==> src/design/ll1_table_parse_engine_top_defines.svh <==
// Assertion macros for the LL(1) table parse engine.
`ifndef LL1_TABLE_PARSE_ENGINE_TOP_DEFINES_SVH
`define LL1_TABLE_PARSE_ENGINE_TOP_DEFINES_SVH
`ifndef SYNTH
`define LTPE_ASSERT(lbl, expr) \
   lbl: assert property (@(posedge clock) disable iff (reset) (expr)) \
      else $error("ltpe invariant violated");
`define LTPE_ASSERT_IMP(lbl, ante, cons) \
   lbl: assert property (@(posedge clock) disable iff (reset) (ante) |-> (cons)) \
      else $error("ltpe implication violated");
`define LTPE_ASSERT_NXT(lbl, ante, cons) \
   lbl: assert property (@(posedge clock) disable iff (reset) (ante) |=> (cons)) \
      else $error("ltpe next-cycle check violated");
`else
`define LTPE_ASSERT(lbl, expr)
`define LTPE_ASSERT_IMP(lbl, ante, cons)
`define LTPE_ASSERT_NXT(lbl, ante, cons)
`endif
`endif

==> src/design/ltpe_pkg.sv <==
// Shared codes and controller/datapath interface types of the parse engine.
package ltpe_pkg;
   localparam logic [1:0] CMD_START = 2'd0;
   localparam logic [1:0] CMD_TOKEN = 2'd1;
   localparam logic [1:0] CMD_ENTRY = 2'd2;
   localparam logic [1:0] CMD_RHS   = 2'd3;

   localparam logic [2:0] KIND_EMPTY = 3'd0;
   localparam logic [2:0] KIND_SYNC  = 3'd1;
   localparam logic [2:0] KIND_SKIP  = 3'd2;
   localparam logic [2:0] KIND_EPS   = 3'd3;
   localparam logic [2:0] KIND_PROD  = 3'd4;

   localparam logic [2:0] RES_RULE     = 3'd0;
   localparam logic [2:0] RES_MISMATCH = 3'd1;
   localparam logic [2:0] RES_SYNC     = 3'd2;
   localparam logic [2:0] RES_SKIP     = 3'd3;
   localparam logic [2:0] RES_VERDICT  = 3'd4;

   localparam logic [1:0] VST_OK       = 2'd0;
   localparam logic [1:0] VST_ERR      = 2'd1;
   localparam logic [1:0] VST_OVERFLOW = 2'd2;
   localparam logic [1:0] VST_LIMIT    = 2'd3;

   localparam logic [1:0] CSR_START_SYMBOL = 2'd0;
   localparam logic [1:0] CSR_END_MARKER   = 2'd1;

   typedef struct packed {
      logic       ready;
      logic       clr_step;
      logic       start2;
      logic       rd_top;
      logic       rd_entry;
      logic       pop;
      logic       step_inc;
      logic       exp_init;
      logic       rd_rhs;
      logic       push;
      logic       emit;
      logic       flush;
      logic [2:0] res_kind;
      logic [1:0] res_status;
   } ltpe_cmd_type;

   typedef struct packed {
      logic       clear_last;
      logic       acc_start;
      logic       acc_token;
      logic       finished;
      logic       level_zero;
      logic       top_term;
      logic       top_match;
      logic       is_end;
      logic       vst_match;
      logic       cnt_zero;
      logic       ovf;
      logic       steps_lim;
      logic       k_one;
      logic       emit_ok;
      logic       pend_valid;
      logic [2:0] ent_kind;
   } ltpe_stat_type;
endpackage

==> src/design/ltpe_ctrl.sv <==
// Parse-step sequencer of the parse engine.
module ltpe_ctrl import ltpe_pkg::*; (
   input  logic          clock,
   input  logic          reset,
   input  ltpe_stat_type stat,
   output ltpe_cmd_type  cmd
);
   typedef enum logic [10:0] {
      ST_CLEAR   = 11'b00000000001,
      ST_IDLE    = 11'b00000000010,
      ST_START2  = 11'b00000000100,
      ST_TOP_RD  = 11'b00000001000,
      ST_TOP_USE = 11'b00000010000,
      ST_ENT_USE = 11'b00000100000,
      ST_RHS_RD  = 11'b00001000000,
      ST_RHS_WR  = 11'b00010000000,
      ST_EMIT    = 11'b00100000000,
      ST_FLUSH   = 11'b01000000000,
      ST_SPARE   = 11'b10000000000
   } state_type;

   typedef enum logic [1:0] {
      NXT_LOOP  = 2'd0,
      NXT_FLUSH = 2'd1,
      NXT_VERR  = 2'd2
   } nxt_type;

   state_type  state_ff, state_in;
   nxt_type    nxt_ff, nxt_in;
   logic [2:0] res_kind_ff, res_kind_in;
   logic [1:0] res_status_ff, res_status_in;

   always_comb begin
      cmd           = '0;
      cmd.res_kind  = res_kind_ff;
      cmd.res_status = res_status_ff;
      state_in      = state_ff;
      nxt_in        = nxt_ff;
      res_kind_in   = res_kind_ff;
      res_status_in = res_status_ff;
      case (state_ff)
         ST_CLEAR: begin
            cmd.clr_step = 1'b1;
            if (stat.clear_last) state_in = ST_IDLE;
         end
         ST_IDLE: begin
            cmd.ready = 1'b1;
            if (stat.acc_start) state_in = ST_START2;
            else if (stat.acc_token && !stat.finished) state_in = ST_TOP_RD;
         end
         ST_START2: begin
            cmd.start2 = 1'b1;
            state_in   = ST_IDLE;
         end
         ST_TOP_RD: begin
            if (stat.level_zero) begin
               res_kind_in   = RES_VERDICT;
               res_status_in = VST_ERR;
               nxt_in        = NXT_FLUSH;
               state_in      = ST_EMIT;
            end else begin
               cmd.rd_top = 1'b1;
               state_in   = ST_TOP_USE;
            end
         end
         ST_TOP_USE: begin
            if (stat.top_term) begin
               if (stat.top_match) begin
                  cmd.pop = 1'b1;
                  if (stat.is_end) begin
                     res_kind_in   = RES_VERDICT;
                     res_status_in = stat.vst_match ? VST_ERR : VST_OK;
                     nxt_in        = NXT_FLUSH;
                     state_in      = ST_EMIT;
                  end else begin
                     state_in = ST_FLUSH;
                  end
               end else begin
                  res_kind_in   = RES_MISMATCH;
                  res_status_in = VST_OK;
                  nxt_in        = stat.is_end ? NXT_VERR : NXT_FLUSH;
                  state_in      = ST_EMIT;
               end
            end else begin
               cmd.rd_entry = 1'b1;
               state_in     = ST_ENT_USE;
            end
         end
         ST_ENT_USE: begin
            res_status_in = VST_OK;
            if (stat.ent_kind == KIND_SKIP) begin
               res_kind_in = RES_SKIP;
               nxt_in      = stat.is_end ? NXT_VERR : NXT_FLUSH;
               state_in    = ST_EMIT;
            end else if (stat.steps_lim) begin
               res_kind_in   = RES_VERDICT;
               res_status_in = VST_LIMIT;
               nxt_in        = NXT_FLUSH;
               state_in      = ST_EMIT;
            end else if (stat.ent_kind == KIND_SYNC || stat.ent_kind == KIND_EMPTY) begin
               cmd.step_inc = 1'b1;
               cmd.pop      = 1'b1;
               res_kind_in  = RES_SYNC;
               nxt_in       = NXT_LOOP;
               state_in     = ST_EMIT;
            end else if (stat.ent_kind == KIND_EPS || stat.cnt_zero) begin
               cmd.step_inc = 1'b1;
               cmd.pop      = 1'b1;
               res_kind_in  = RES_RULE;
               nxt_in       = NXT_LOOP;
               state_in     = ST_EMIT;
            end else if (stat.ovf) begin
               cmd.step_inc  = 1'b1;
               res_kind_in   = RES_VERDICT;
               res_status_in = VST_OVERFLOW;
               nxt_in        = NXT_FLUSH;
               state_in      = ST_EMIT;
            end else begin
               cmd.step_inc = 1'b1;
               cmd.pop      = 1'b1;
               cmd.exp_init = 1'b1;
               state_in     = ST_RHS_RD;
            end
         end
         ST_RHS_RD: begin
            cmd.rd_rhs = 1'b1;
            state_in   = ST_RHS_WR;
         end
         ST_RHS_WR: begin
            cmd.push = 1'b1;
            if (stat.k_one) begin
               res_kind_in   = RES_RULE;
               res_status_in = VST_OK;
               nxt_in        = NXT_LOOP;
               state_in      = ST_EMIT;
            end else begin
               state_in = ST_RHS_RD;
            end
         end
         ST_EMIT: begin
            if (stat.emit_ok) begin
               cmd.emit = 1'b1;
               case (nxt_ff)
                  NXT_LOOP: state_in = ST_TOP_RD;
                  NXT_VERR: begin
                     res_kind_in   = RES_VERDICT;
                     res_status_in = VST_ERR;
                     nxt_in        = NXT_FLUSH;
                  end
                  default: state_in = ST_FLUSH;
               endcase
            end
         end
         ST_FLUSH: begin
            if (!stat.pend_valid) begin
               state_in = ST_IDLE;
            end else if (stat.emit_ok) begin
               cmd.flush = 1'b1;
               state_in  = ST_IDLE;
            end
         end
         default: state_in = ST_IDLE;
      endcase
   end

   always_ff @(posedge clock) begin
      if (reset) begin
         state_ff      <= ST_CLEAR;
         nxt_ff        <= NXT_FLUSH;
         res_kind_ff   <= RES_RULE;
         res_status_ff <= VST_OK;
      end else begin
         state_ff      <= state_in;
         nxt_ff        <= nxt_in;
         res_kind_ff   <= res_kind_in;
         res_status_ff <= res_status_in;
      end
   end
endmodule

==> config.mk <==
export PLATFORM = sky130hd
export DESIGN_NAME = ltpe_ctrl
export DESIGN_NICKNAME = d
export VERILOG_FILES = /design/src/design/ll1_table_parse_engine_top_defines.svh /design/src/design/ltpe_pkg.sv /design/src/design/ltpe_ctrl.sv
export SDC_FILE = /design/constraint.sdc
export NUM_CORES = 1
export LEC_CHECK = 0
export BUFFER_PORTS_ARGS = -buffer_cell sky130_fd_sc_hd__buf_2
export CORE_MARGIN = 2
export CORE_UTILIZATION = 46
export DETAILED_ROUTE_END_ITERATION = 8
export GPL_TIMING_DRIVEN = 0
export PLACE_DENSITY_LB_ADDON = 0.15
export SLEW_MARGIN = 20
export SYNTH_ARGS = -nofsm -noshare
export SYNTH_HDL_FRONTEND = slang
export SYNTH_SLANG_ARGS = --single-unit
export TNS_END_PERCENT = 50
==> constraint.sdc <==
create_clock -name clock -period 2.3 [get_ports clock]
set_input_delay 0.46 -clock clock [delete_from_list [all_inputs] [get_ports clock]]
set_output_delay 0.46 -clock clock [all_outputs]
set_load 0.01 [all_outputs]
==> results of run 1 <==
[through the flow]
step | total power [mW] | instance area [µm²] | worst slack, ns | setup TNS, ns | hold slack (ns)
after CTS | 0.618 | 1710 | -0.353 | -2.60 | 0.367
after detailed placement | 0.420 | 1430 | -0.258 | -1.63 | 0.461
after global placement | 0.418 | 1430 | -0.246 | -1.28 | 0.463
final | 0.638 | 1780 | -0.239 | -1.54 | 0.378
after floorplan | 0.376 | 1210 | -0.0824 | -0.225 | 0.465
after global routing | 0.661 | 1780 | -0.281 | -2.61 | 0.371
[timing repair]
item                                    4_1_cts  5_1_grt
setup buffers                                15        9
pin swaps                                    10        8
endpoints found under the setup margin       20       19
gates resized for setup                      35       11
[flip-flops by register name (all words and copies together) (netlist names)]
signal / count
state_ff: 10
res_status_ff: 2
nxt_ff: 2
res_kind_ff: 3
[power breakdown]
part | internal [mW] | total (mW) | switching [mW]
Sequential | 0.295 | 0.302 | 0.00679
Clock | 0.0675 | 0.173 | 0.105
Combinational | 0.0755 | 0.163 | 0.0877
[logic make-up after synthesis]
group	after synthesis
muxes	4
xor gates and xnor gates	1
and+or+nand+nor	78
DFF	17
AOI/OAI and AO/OA	35
buffers and inverters	21
[cells in the mapped netlist, types with 2 or more instances]
library cell / number / share of area, %
inv_1: 13 / 4.0
mux2i_1: 3 / 2.5
o21a_1: 2 / 1.2
nor3_1: 9 / 3.7
a21oi_1: 9 / 3.7
nor2_1: 12 / 3.7
clkbuf_1: 2 / 0.62
buf_6: 2 / 1.9
a22oi_1: 2 / 1.2
nand4_1: 2 / 1.0
nor4b_1: 4 / 2.9
nand4b_1: 2 / 1.4
a32o_1: 2 / 1.6
nand3_1: 2 / 0.82
nor2b_1: 6 / 3.1
nor4_1: 6 / 3.1
nand2b_1: 10 / 5.1
dfxtp_1: 17 / 28
nand2_1: 10 / 3.1
o211ai_2: 2 / 2.1
a211oi_1: 2 / 1.2
buf_2: 4 / 1.6
or4_1: 6 / 3.7
o21ai_0: 4 / 1.6
[routing by layer]
metal	routed length [µm]	share of wire (%)	track usage, %	vias to the layer above
met3	236	5.8	2.58	17
met2	1950	48	42.0	78
met1	1770	43	35.3	673
li1	-	-	-	693
met4	132	3.2	9.41	0
met5	0	0	0	-
[area by class of cell]
class / count / area share (%)
Clock buffer: 4 / 1.48
Tap cell: 30 / 2.11
Buffer: 2 / 0.843
Inverter: 13 / 2.74
Multi-Input combinational cell: 118 / 50.8
Timing Repair Buffer: 59 / 21.9
Sequential cell: 17 / 20.1
[worst max path at each step]
stage / from / endpoint / cells after the start
after floorplan: state_ff[5] / res_kind_ff[0] / 9
after detailed placement: state_ff[9] / cmd[10] / 5
final: state_ff[4] / cmd[13] / 4
after CTS: state_ff[4] / cmd[13] / 6
after global routing: state_ff[4] / cmd[13] / 4
after global placement: state_ff[9] / cmd[10] / 5
==> impl_metrics.yaml, run 1 <==
synthesis:
  synthSimpleGateAreaFrac_pct: 38.5
  ys_seq_elements: 17
  synthAdderAreaFrac_pct: 0
  synth_edf_count: 0
  synth_fp_nets: 176
  synth-xor-area-share_pct: 0.721
  yosysWarnings: 0
  synth_top_family_by_area: "simple AND/OR/NAND/NOR gates"
  synthFlopType: "dfxtp_1"
  synthMuxAreaShare_pct: 3.71
  ys_types: 47
  ys_seq_area_share_pct: 28.0
  syn_inst: 156
  synth_compound_area_share_pct: 20.9
  synth_area_um2: 1210
  avgSynthCellArea_um2: 7.79
  async_reset_ff_share_pct: 0
sta:
  tightest_slew_ns: 0.620
  hold_violations: 0
  timing.slew.headroom_pct: 58.1
  rsz0062_at_grt: "yes"
  fin_crit_ns: 2.54
  setup_ws_ns: -0.239
  drv_slew: 0
  setup-violations-final: 12
  fin_skew_ns: 0.00351
  fmax_mhz: 394
  fin_crit_sh_pct: 110
floorplan:
  fp.dieW_um: 55.4
  num_rows: 18
  die_area_um2: 3070
  die_y_um: 55.4
  initial_core_util_pct: 48.6
  core-area_um2: 2500
  ios: 37
cells_and_area:
  regArea_um2: 358
  layout_commonest_cell: "buf_2"
  multiInputGateArea_um2: 905
  diodes: 0
  fin_nets: 234
  area_growth_pct: 46.6
  stdcell_count: 243
  final_layout_size_suffix_gt1_share_pct: 43.2
  final_cell_mix: "buf_2, buf_4, nor2_1, inv_1, dfxtp_1"
  fin_util_pct: 71.2
  fill_cells: 203
clocking:
  cts_tree: "yes"
  cts_root_buffer: "clkbuf_4"
  clock_latency_ns: 0.30
  ctsHoldBuffers: 0
  htree_levels: 1
  cts_buffer_depth: 2
  clock-sinks: 17
  numCtsBuffers: 3
  path_clk_slew_ns: 0.11
grt:
  track_usage_pct: 25.8
  grt_max_degree: 11
  grt_pass1_vias: 1300
  grt_remaining_overflow: 0
  antenna_found_initial: 0
  grt_pass1_wl_um: 6350
power:
  power_density_nw_per_um2: 358
  ir_drop_uv: 342
  leakagePower_nw: 0.817
route:
  wl_um: 4080
  vias: 1461
  drtIter0Drc: 63
  wl_per_cell_um: 16.8
  ant_nets: 0
  first_pass_iters: 4
  post-route-drc-count: 0
  viasPerCell: 6.01
worst_setup_path:
  path_cells: "or4_4 -> or4_4 -> nor3_4 -> buf_2"
  worst_path_most_repeated_cell: "or4_4"
  critPathMaxStageDelay_ns: 0.57
  path_delay_family: "simple AND/OR/NAND/NOR gates"
  cpMaxStageDelayCell: "or4_4"
  r2r_slack_ns: -0.18
  crit_path_start_kind: "flop"
  worstPathRequired_ns: 1.84
  worstSetupPathType: "reg -> out"
  crit_arrival_ns: 2.08
  r2r_end: "res_kind_ff[0]"
  rr_startpoint: "state_ff[4]"
  endpoint_kind: "output pin"
  path_max_fanout: 4
  worst-path-buf-inv: 1
  reg2reg_depth: 8
hold_path:
  hp-class: "in -> reg"
  hold_end: "state_ff[5]"
  hp-start: "stat[12]"
  holdPathStages: 2
flow_run:
  max_cap_viol_count: 0
run_status:
  status: "finished with violations"
  violations: "setup timing"
placed_design:
  placedCellCount: 222
  portBuffers: 36
  gp_congestion: 0.918
  dp_hpwl_um: 2610
Power figures use the tool's default switching activity.
==> inputs of run 2 (changes only) <==
--- a/config.mk
+++ b/config.mk
@@ -7,7 +7,7 @@
 export LEC_CHECK = 0
 export BUFFER_PORTS_ARGS = -buffer_cell sky130_fd_sc_hd__buf_2
 export CORE_MARGIN = 2
-export CORE_UTILIZATION = 46
+export CORE_UTILIZATION = 51
 export DETAILED_ROUTE_END_ITERATION = 8
 export GPL_TIMING_DRIVEN = 0
 export PLACE_DENSITY_LB_ADDON = 0.15
==> constraint.sdc (replaced) <==
create_clock -name clock -period 2.5 [get_ports clock]
set_input_delay 0.5 -clock clock [delete_from_list [all_inputs] [get_ports clock]]
set_output_delay 0.5 -clock clock [all_outputs]
set_load 0.01 [all_outputs]
==> impl_metrics.yaml, run 2 (same netlist as run 1, synthesis figures left out) <==
clocking:
  htree_levels: 1
  clock-sinks: 17
  cts_root_buffer: "clkbuf_4"
  ctsHoldBuffers: 0
  clock_latency_ns: 0.30
  numCtsBuffers: 3
  cts_buffer_depth: 2
  path_clk_slew_ns: 0.11
  cts_tree: "yes"
cells_and_area:
  final_cell_mix: "buf_2, nor2_1, inv_1, dfxtp_1"
  final_layout_size_suffix_gt1_share_pct: 37.5
  fin_nets: 221
  diodes: 0
  largest_reg_flops: 10
  area_growth_pct: 33.3
  layout_commonest_cell: "buf_2"
  regArea_um2: 358
  fill_cells: 184
  top_register: "state_ff"
  biggestRegsByFlops: "state_ff (10), res_kind_ff (3)"
  stdcell_count: 228
  multiInputGateArea_um2: 863
sta:
  tns_ns: -0.0568
  tightest_slew_ns: 0.666
  setup_ws_ns: -0.0568
  hold_violations: 0
  fin_hold_ws_ns: 0.396
  setup-violations-final: 1
  fin_skew_ns: 0.00566
  drv_slew: 0
  fin_crit_sh_pct: 102
  fmax_mhz: 391
  timing.slew.headroom_pct: 55.2
  rsz0062_at_grt: "yes"
  fin_crit_ns: 2.56
hold_path:
  hp-class: "in -> reg"
grt:
  grt_remaining_overflow: 0
  grt_max_degree: 11
  antenna_found_initial: 0
  track_usage_pct: 29.9
  grt_pass1_wl_um: 5980
  grt_pass1_vias: 1366
route:
  vias: 1434
  wl_um: 3820
  ant_nets: 0
  first_pass_iters: 5
  drtIter0Drc: 48
  post-route-drc-count: 0
  wl_per_cell_um: 16.7
  viasPerCell: 6.29
flow_run:
  max_cap_viol_count: 0
floorplan:
  die_y_um: 52.8
  num_rows: 17
  die_area_um2: 2790
  fp.dieW_um: 52.8
  core-area_um2: 2230
  ios: 37
  initial_core_util_pct: 54.4
placed_design:
  portBuffers: 36
  placedCellCount: 220
  gp_congestion: 0.886
  dp_hpwl_um: 2710
  place_ws_ns: -0.0969
worst_setup_path:
  path_cells: "or4_4 -> buf_6 -> or4_4 -> inv_2 -> buf_6"
  crit_path_start_kind: "flop"
  worst-path-buf-inv: 3
  worstPathRequired_ns: 2.00
  worstSetupPathType: "reg -> out"
  path_delay_family: "simple AND/OR/NAND/NOR gates"
  critPathMaxStageDelay_ns: 0.54
  path_max_fanout: 6
  endpoint_kind: "output pin"
  crit_arrival_ns: 2.06
  cpMaxStageDelayCell: "or4_4"
power:
  leakagePower_nw: 0.733
  power_density_nw_per_um2: 345
  ir_drop_uv: 266
run_status:
  violations: "setup timing"
  status: "finished with violations"
[run 2: metal layers]
metal  global-route usage, %  routed length (µm)  vias up
met5                       0                   0        -
li1                        -                   -      664
met3                    6.29                 288       36
met4                    15.8                 216        0
met2                    53.8                1870       85
met1                    32.3                1440      649
[run 2: final cells by class]
type / count / area share (%)
multi-input combinational: 118 / 53.3
sequential: 17 / 22.1
tap: 28 / 2.16
buffer: 3 / 1.85
timing repair buffer: 45 / 15.9
clock buffer: 4 / 1.62
inverter: 13 / 3.01
[run 2: path summary, 6_finish.rpt]
check                                      start                to  slack (ns)  depth (start not counted)
worst min-delay path                    stat[12]       state_ff[5]        0.40                          2
worst max-delay path                 state_ff[4]           cmd[16]       -0.06                          5
worst max register to register       state_ff[4]    res_kind_ff[0]        0.04                          7
worst min register to register  res_status_ff[1]  res_status_ff[1]        0.49                          2
[run 2: worst reg2reg max path: cells and delay by family (launching register included)]
family / cells / cell delay (ns)
and+or+nand+nor: 3 / 1.29
AOI/OAI and AO/OA: 1 / 0.12
DFF: 1 / 0.36
muxes: 1 / 0.31
buffers and inverters: 2 / 0.28
[run 2: what timing repair did]
action                                  CTS  global route
buffers inserted                          5             4
resized for setup                        17            19
endpoints found under the setup margin    8            14
pin swaps                                 1             4
gates cloned                              0             0
[run 2: per-stage QoR]
step / total power [mW] / util, % / area, µm²
floorplan: 0.346 / - / 1210
global placement: 0.383 / 64.0 / 1430
detailed placement: 0.385 / 64.0 / 1430
CTS: 0.548 / 69.0 / 1540
global route: 0.584 / 72.5 / 1620
finish: 0.559 / 72.5 / 1620
[run 2: report_power, final]
part	leakage, nW	switching [mW]	total [mW]	internal, mW
logic	0.576	0.0703	0.124	0.0540
clock network	0.0150	0.0957	0.158	0.0623
registers	0.142	0.00563	0.277	0.271
==> inputs of run 3 (changes only) <==
--- a/config.mk
+++ b/config.mk
@@ -11,6 +11,7 @@
 export DETAILED_ROUTE_END_ITERATION = 8
 export GPL_TIMING_DRIVEN = 0
 export PLACE_DENSITY_LB_ADDON = 0.15
+export REMOVE_ABC_BUFFERS = 1
 export SLEW_MARGIN = 20
 export SYNTH_ARGS = -nofsm -noshare
 export SYNTH_HDL_FRONTEND = slang
==> impl_metrics.yaml, run 3 (same netlist as run 1, synthesis figures left out) <==
run_status:
  status: "finished with violations"
  violations: "setup timing"
worst_setup_path:
  worstSetupPathType: "reg -> out"
  crit_start: "state_ff[6]"
  crit_arrival_ns: 2.09
  reg2reg_depth: 6
  r2r_end: "res_kind_ff[0]"
  r2r_slack_ns: 0.07
  endpoint_kind: "output pin"
  crit_path_start_kind: "flop"
  path_max_fanout: 6
  worstPathRequired_ns: 2.00
  crit_end: "cmd[6]"
  rr_startpoint: "state_ff[6]"
route:
  viasPerCell: 5.97
  first_pass_iters: 6
  wl_um: 3340
  post-route-drc-count: 0
  drtIter0Drc: 42
  ant_nets: 0
  vias: 1349
  wl_per_cell_um: 14.8
grt:
  antenna_found_initial: 0
  grt_pass1_wl_um: 5490
  grt_remaining_overflow: 0
  track_usage_pct: 26.8
  grt_pass1_vias: 1206
  grt_max_degree: 17
hold_path:
  hp-class: "in -> reg"
cells_and_area:
  stdcell_area_um2: 1570
  fin_nets: 219
  fin_util_pct: 70.4
  biggestRegsByFlops: "state_ff (10), res_kind_ff (3)"
  layout_commonest_cell: "buf_2"
  fill_cells: 197
  area_growth_pct: 29.5
  diodes: 0
  largest_reg_flops: 10
  final_cell_mix: "buf_2, nor2_1, inv_1, dfxtp_1"
  final_layout_size_suffix_gt1_share_pct: 38.4
  top_register: "state_ff"
placed_design:
  portBuffers: 36
  dpl_cell_area_um2: 1380
  gp_congestion: 0.888
  dp_hpwl_um: 2400
clocking:
  numCtsBuffers: 3
  clock-sinks: 17
  cts_buffer_depth: 2
  cts_tree: "yes"
  htree_levels: 1
  path_clk_slew_ns: 0.11
  clock_latency_ns: 0.31
  ctsHoldBuffers: 0
  cts_root_buffer: "clkbuf_4"
power:
  leakagePower_nw: 0.714
  ir_drop_uv: 320
  power_density_nw_per_um2: 354
floorplan:
  die_area_um2: 2790
  die_y_um: 52.8
  initial_core_util_pct: 54.4
  fp.dieW_um: 52.8
  num_rows: 17
  ios: 37
  core-area_um2: 2230
sta:
  setup_ws_ns: -0.0948
  rsz0062_at_grt: "yes"
  tightest_slew_ns: 0.630
  fin_crit_sh_pct: 104
  drv_slew: 0
  timing.slew.headroom_pct: 57.9
  fin_hold_ws_ns: 0.388
  hold_violations: 0
  setup-violations-final: 3
  fin_skew_ns: 0.00433
  fmax_mhz: 385
  fin_crit_ns: 2.59
  tns_ns: -0.218
flow_run:
  max_cap_viol_count: 0
## run 3: cell types whose count changed in the layout (fill, tap and decap cells not counted), moves of 2 or more
cell / change
nor4_2: +2
buf_4: +2
buf_6: -3
clkbuf_1: -2
## run 3: what timing repair did
action / 4_1_cts / 5_1_grt
pin swaps: 5 / 7
buffers inserted: 7 / 3
endpoints found under the setup margin: 11 / 11
resized for setup: 15 / 8
## run 3: worst min-delay path by stage
stage	startpoint	endpoint	slack (ns)	depth (start not counted)
2_1_floorplan	nxt_ff[1]	nxt_ff[1]	0.46	2
3_3_place_gp	res_status_ff[1]	res_status_ff[1]	0.46	2
3_5_place_dp	res_status_ff[1]	res_status_ff[1]	0.46	2
4_1_cts	stat[12]	state_ff[5]	0.40	2
5_1_grt	stat[12]	state_ff[5]	0.40	2
6_report	stat[12]	state_ff[5]	0.39	2
## run 3: cell type report
class                      count  area (µm²)  area share (%)
sequential                    17         354            22.5
tap                           28        35.0            2.23
timing repair buffer          46         255            16.2
clock buffer                   3        22.5            1.43
inverter                      13        48.8            3.10
multi-input combinational    118         852            54.2
clock inverter                 1        5.00           0.318
## run 3: per-stage QoR
step                std cells  total power, mW  worst slack [ns]
CTS                       223            0.543           -0.0668
finish                    226            0.557           -0.0948
global route              226            0.576            -0.141
detailed placement        212            0.381            -0.130
global placement          212            0.379            -0.111
floorplan                 148            0.341             0.128
## run 3: worst max-delay path: stages, from the launching register on
cell	delay, ns
dfxtp_1	0.39
or4_4	0.54
or4_4	0.58
nor3_2	0.13
buf_2	0.15
## run 3: where the power goes
part	internal (mW)	switching (mW)	leakage (nW)
sequential	0.272	0.00581	0.141
clock	0.0598	0.102	0.0177
combinational	0.0510	0.0656	0.555
total	0.383	0.173	0.714
## run 3: routing by layer
metal / wire length, µm / vias up / track usage [%] / share of wire, %
met1: 1490 / 612 / 36.7 / 45
met5: 0 / - / 0 / 0
li1: - / 669 / - / -
met3: 209 / 11 / 4.57 / 6.3
met4: 47 / 0 / 8.55 / 1.4
met2: 1590 / 57 / 42.5 / 48
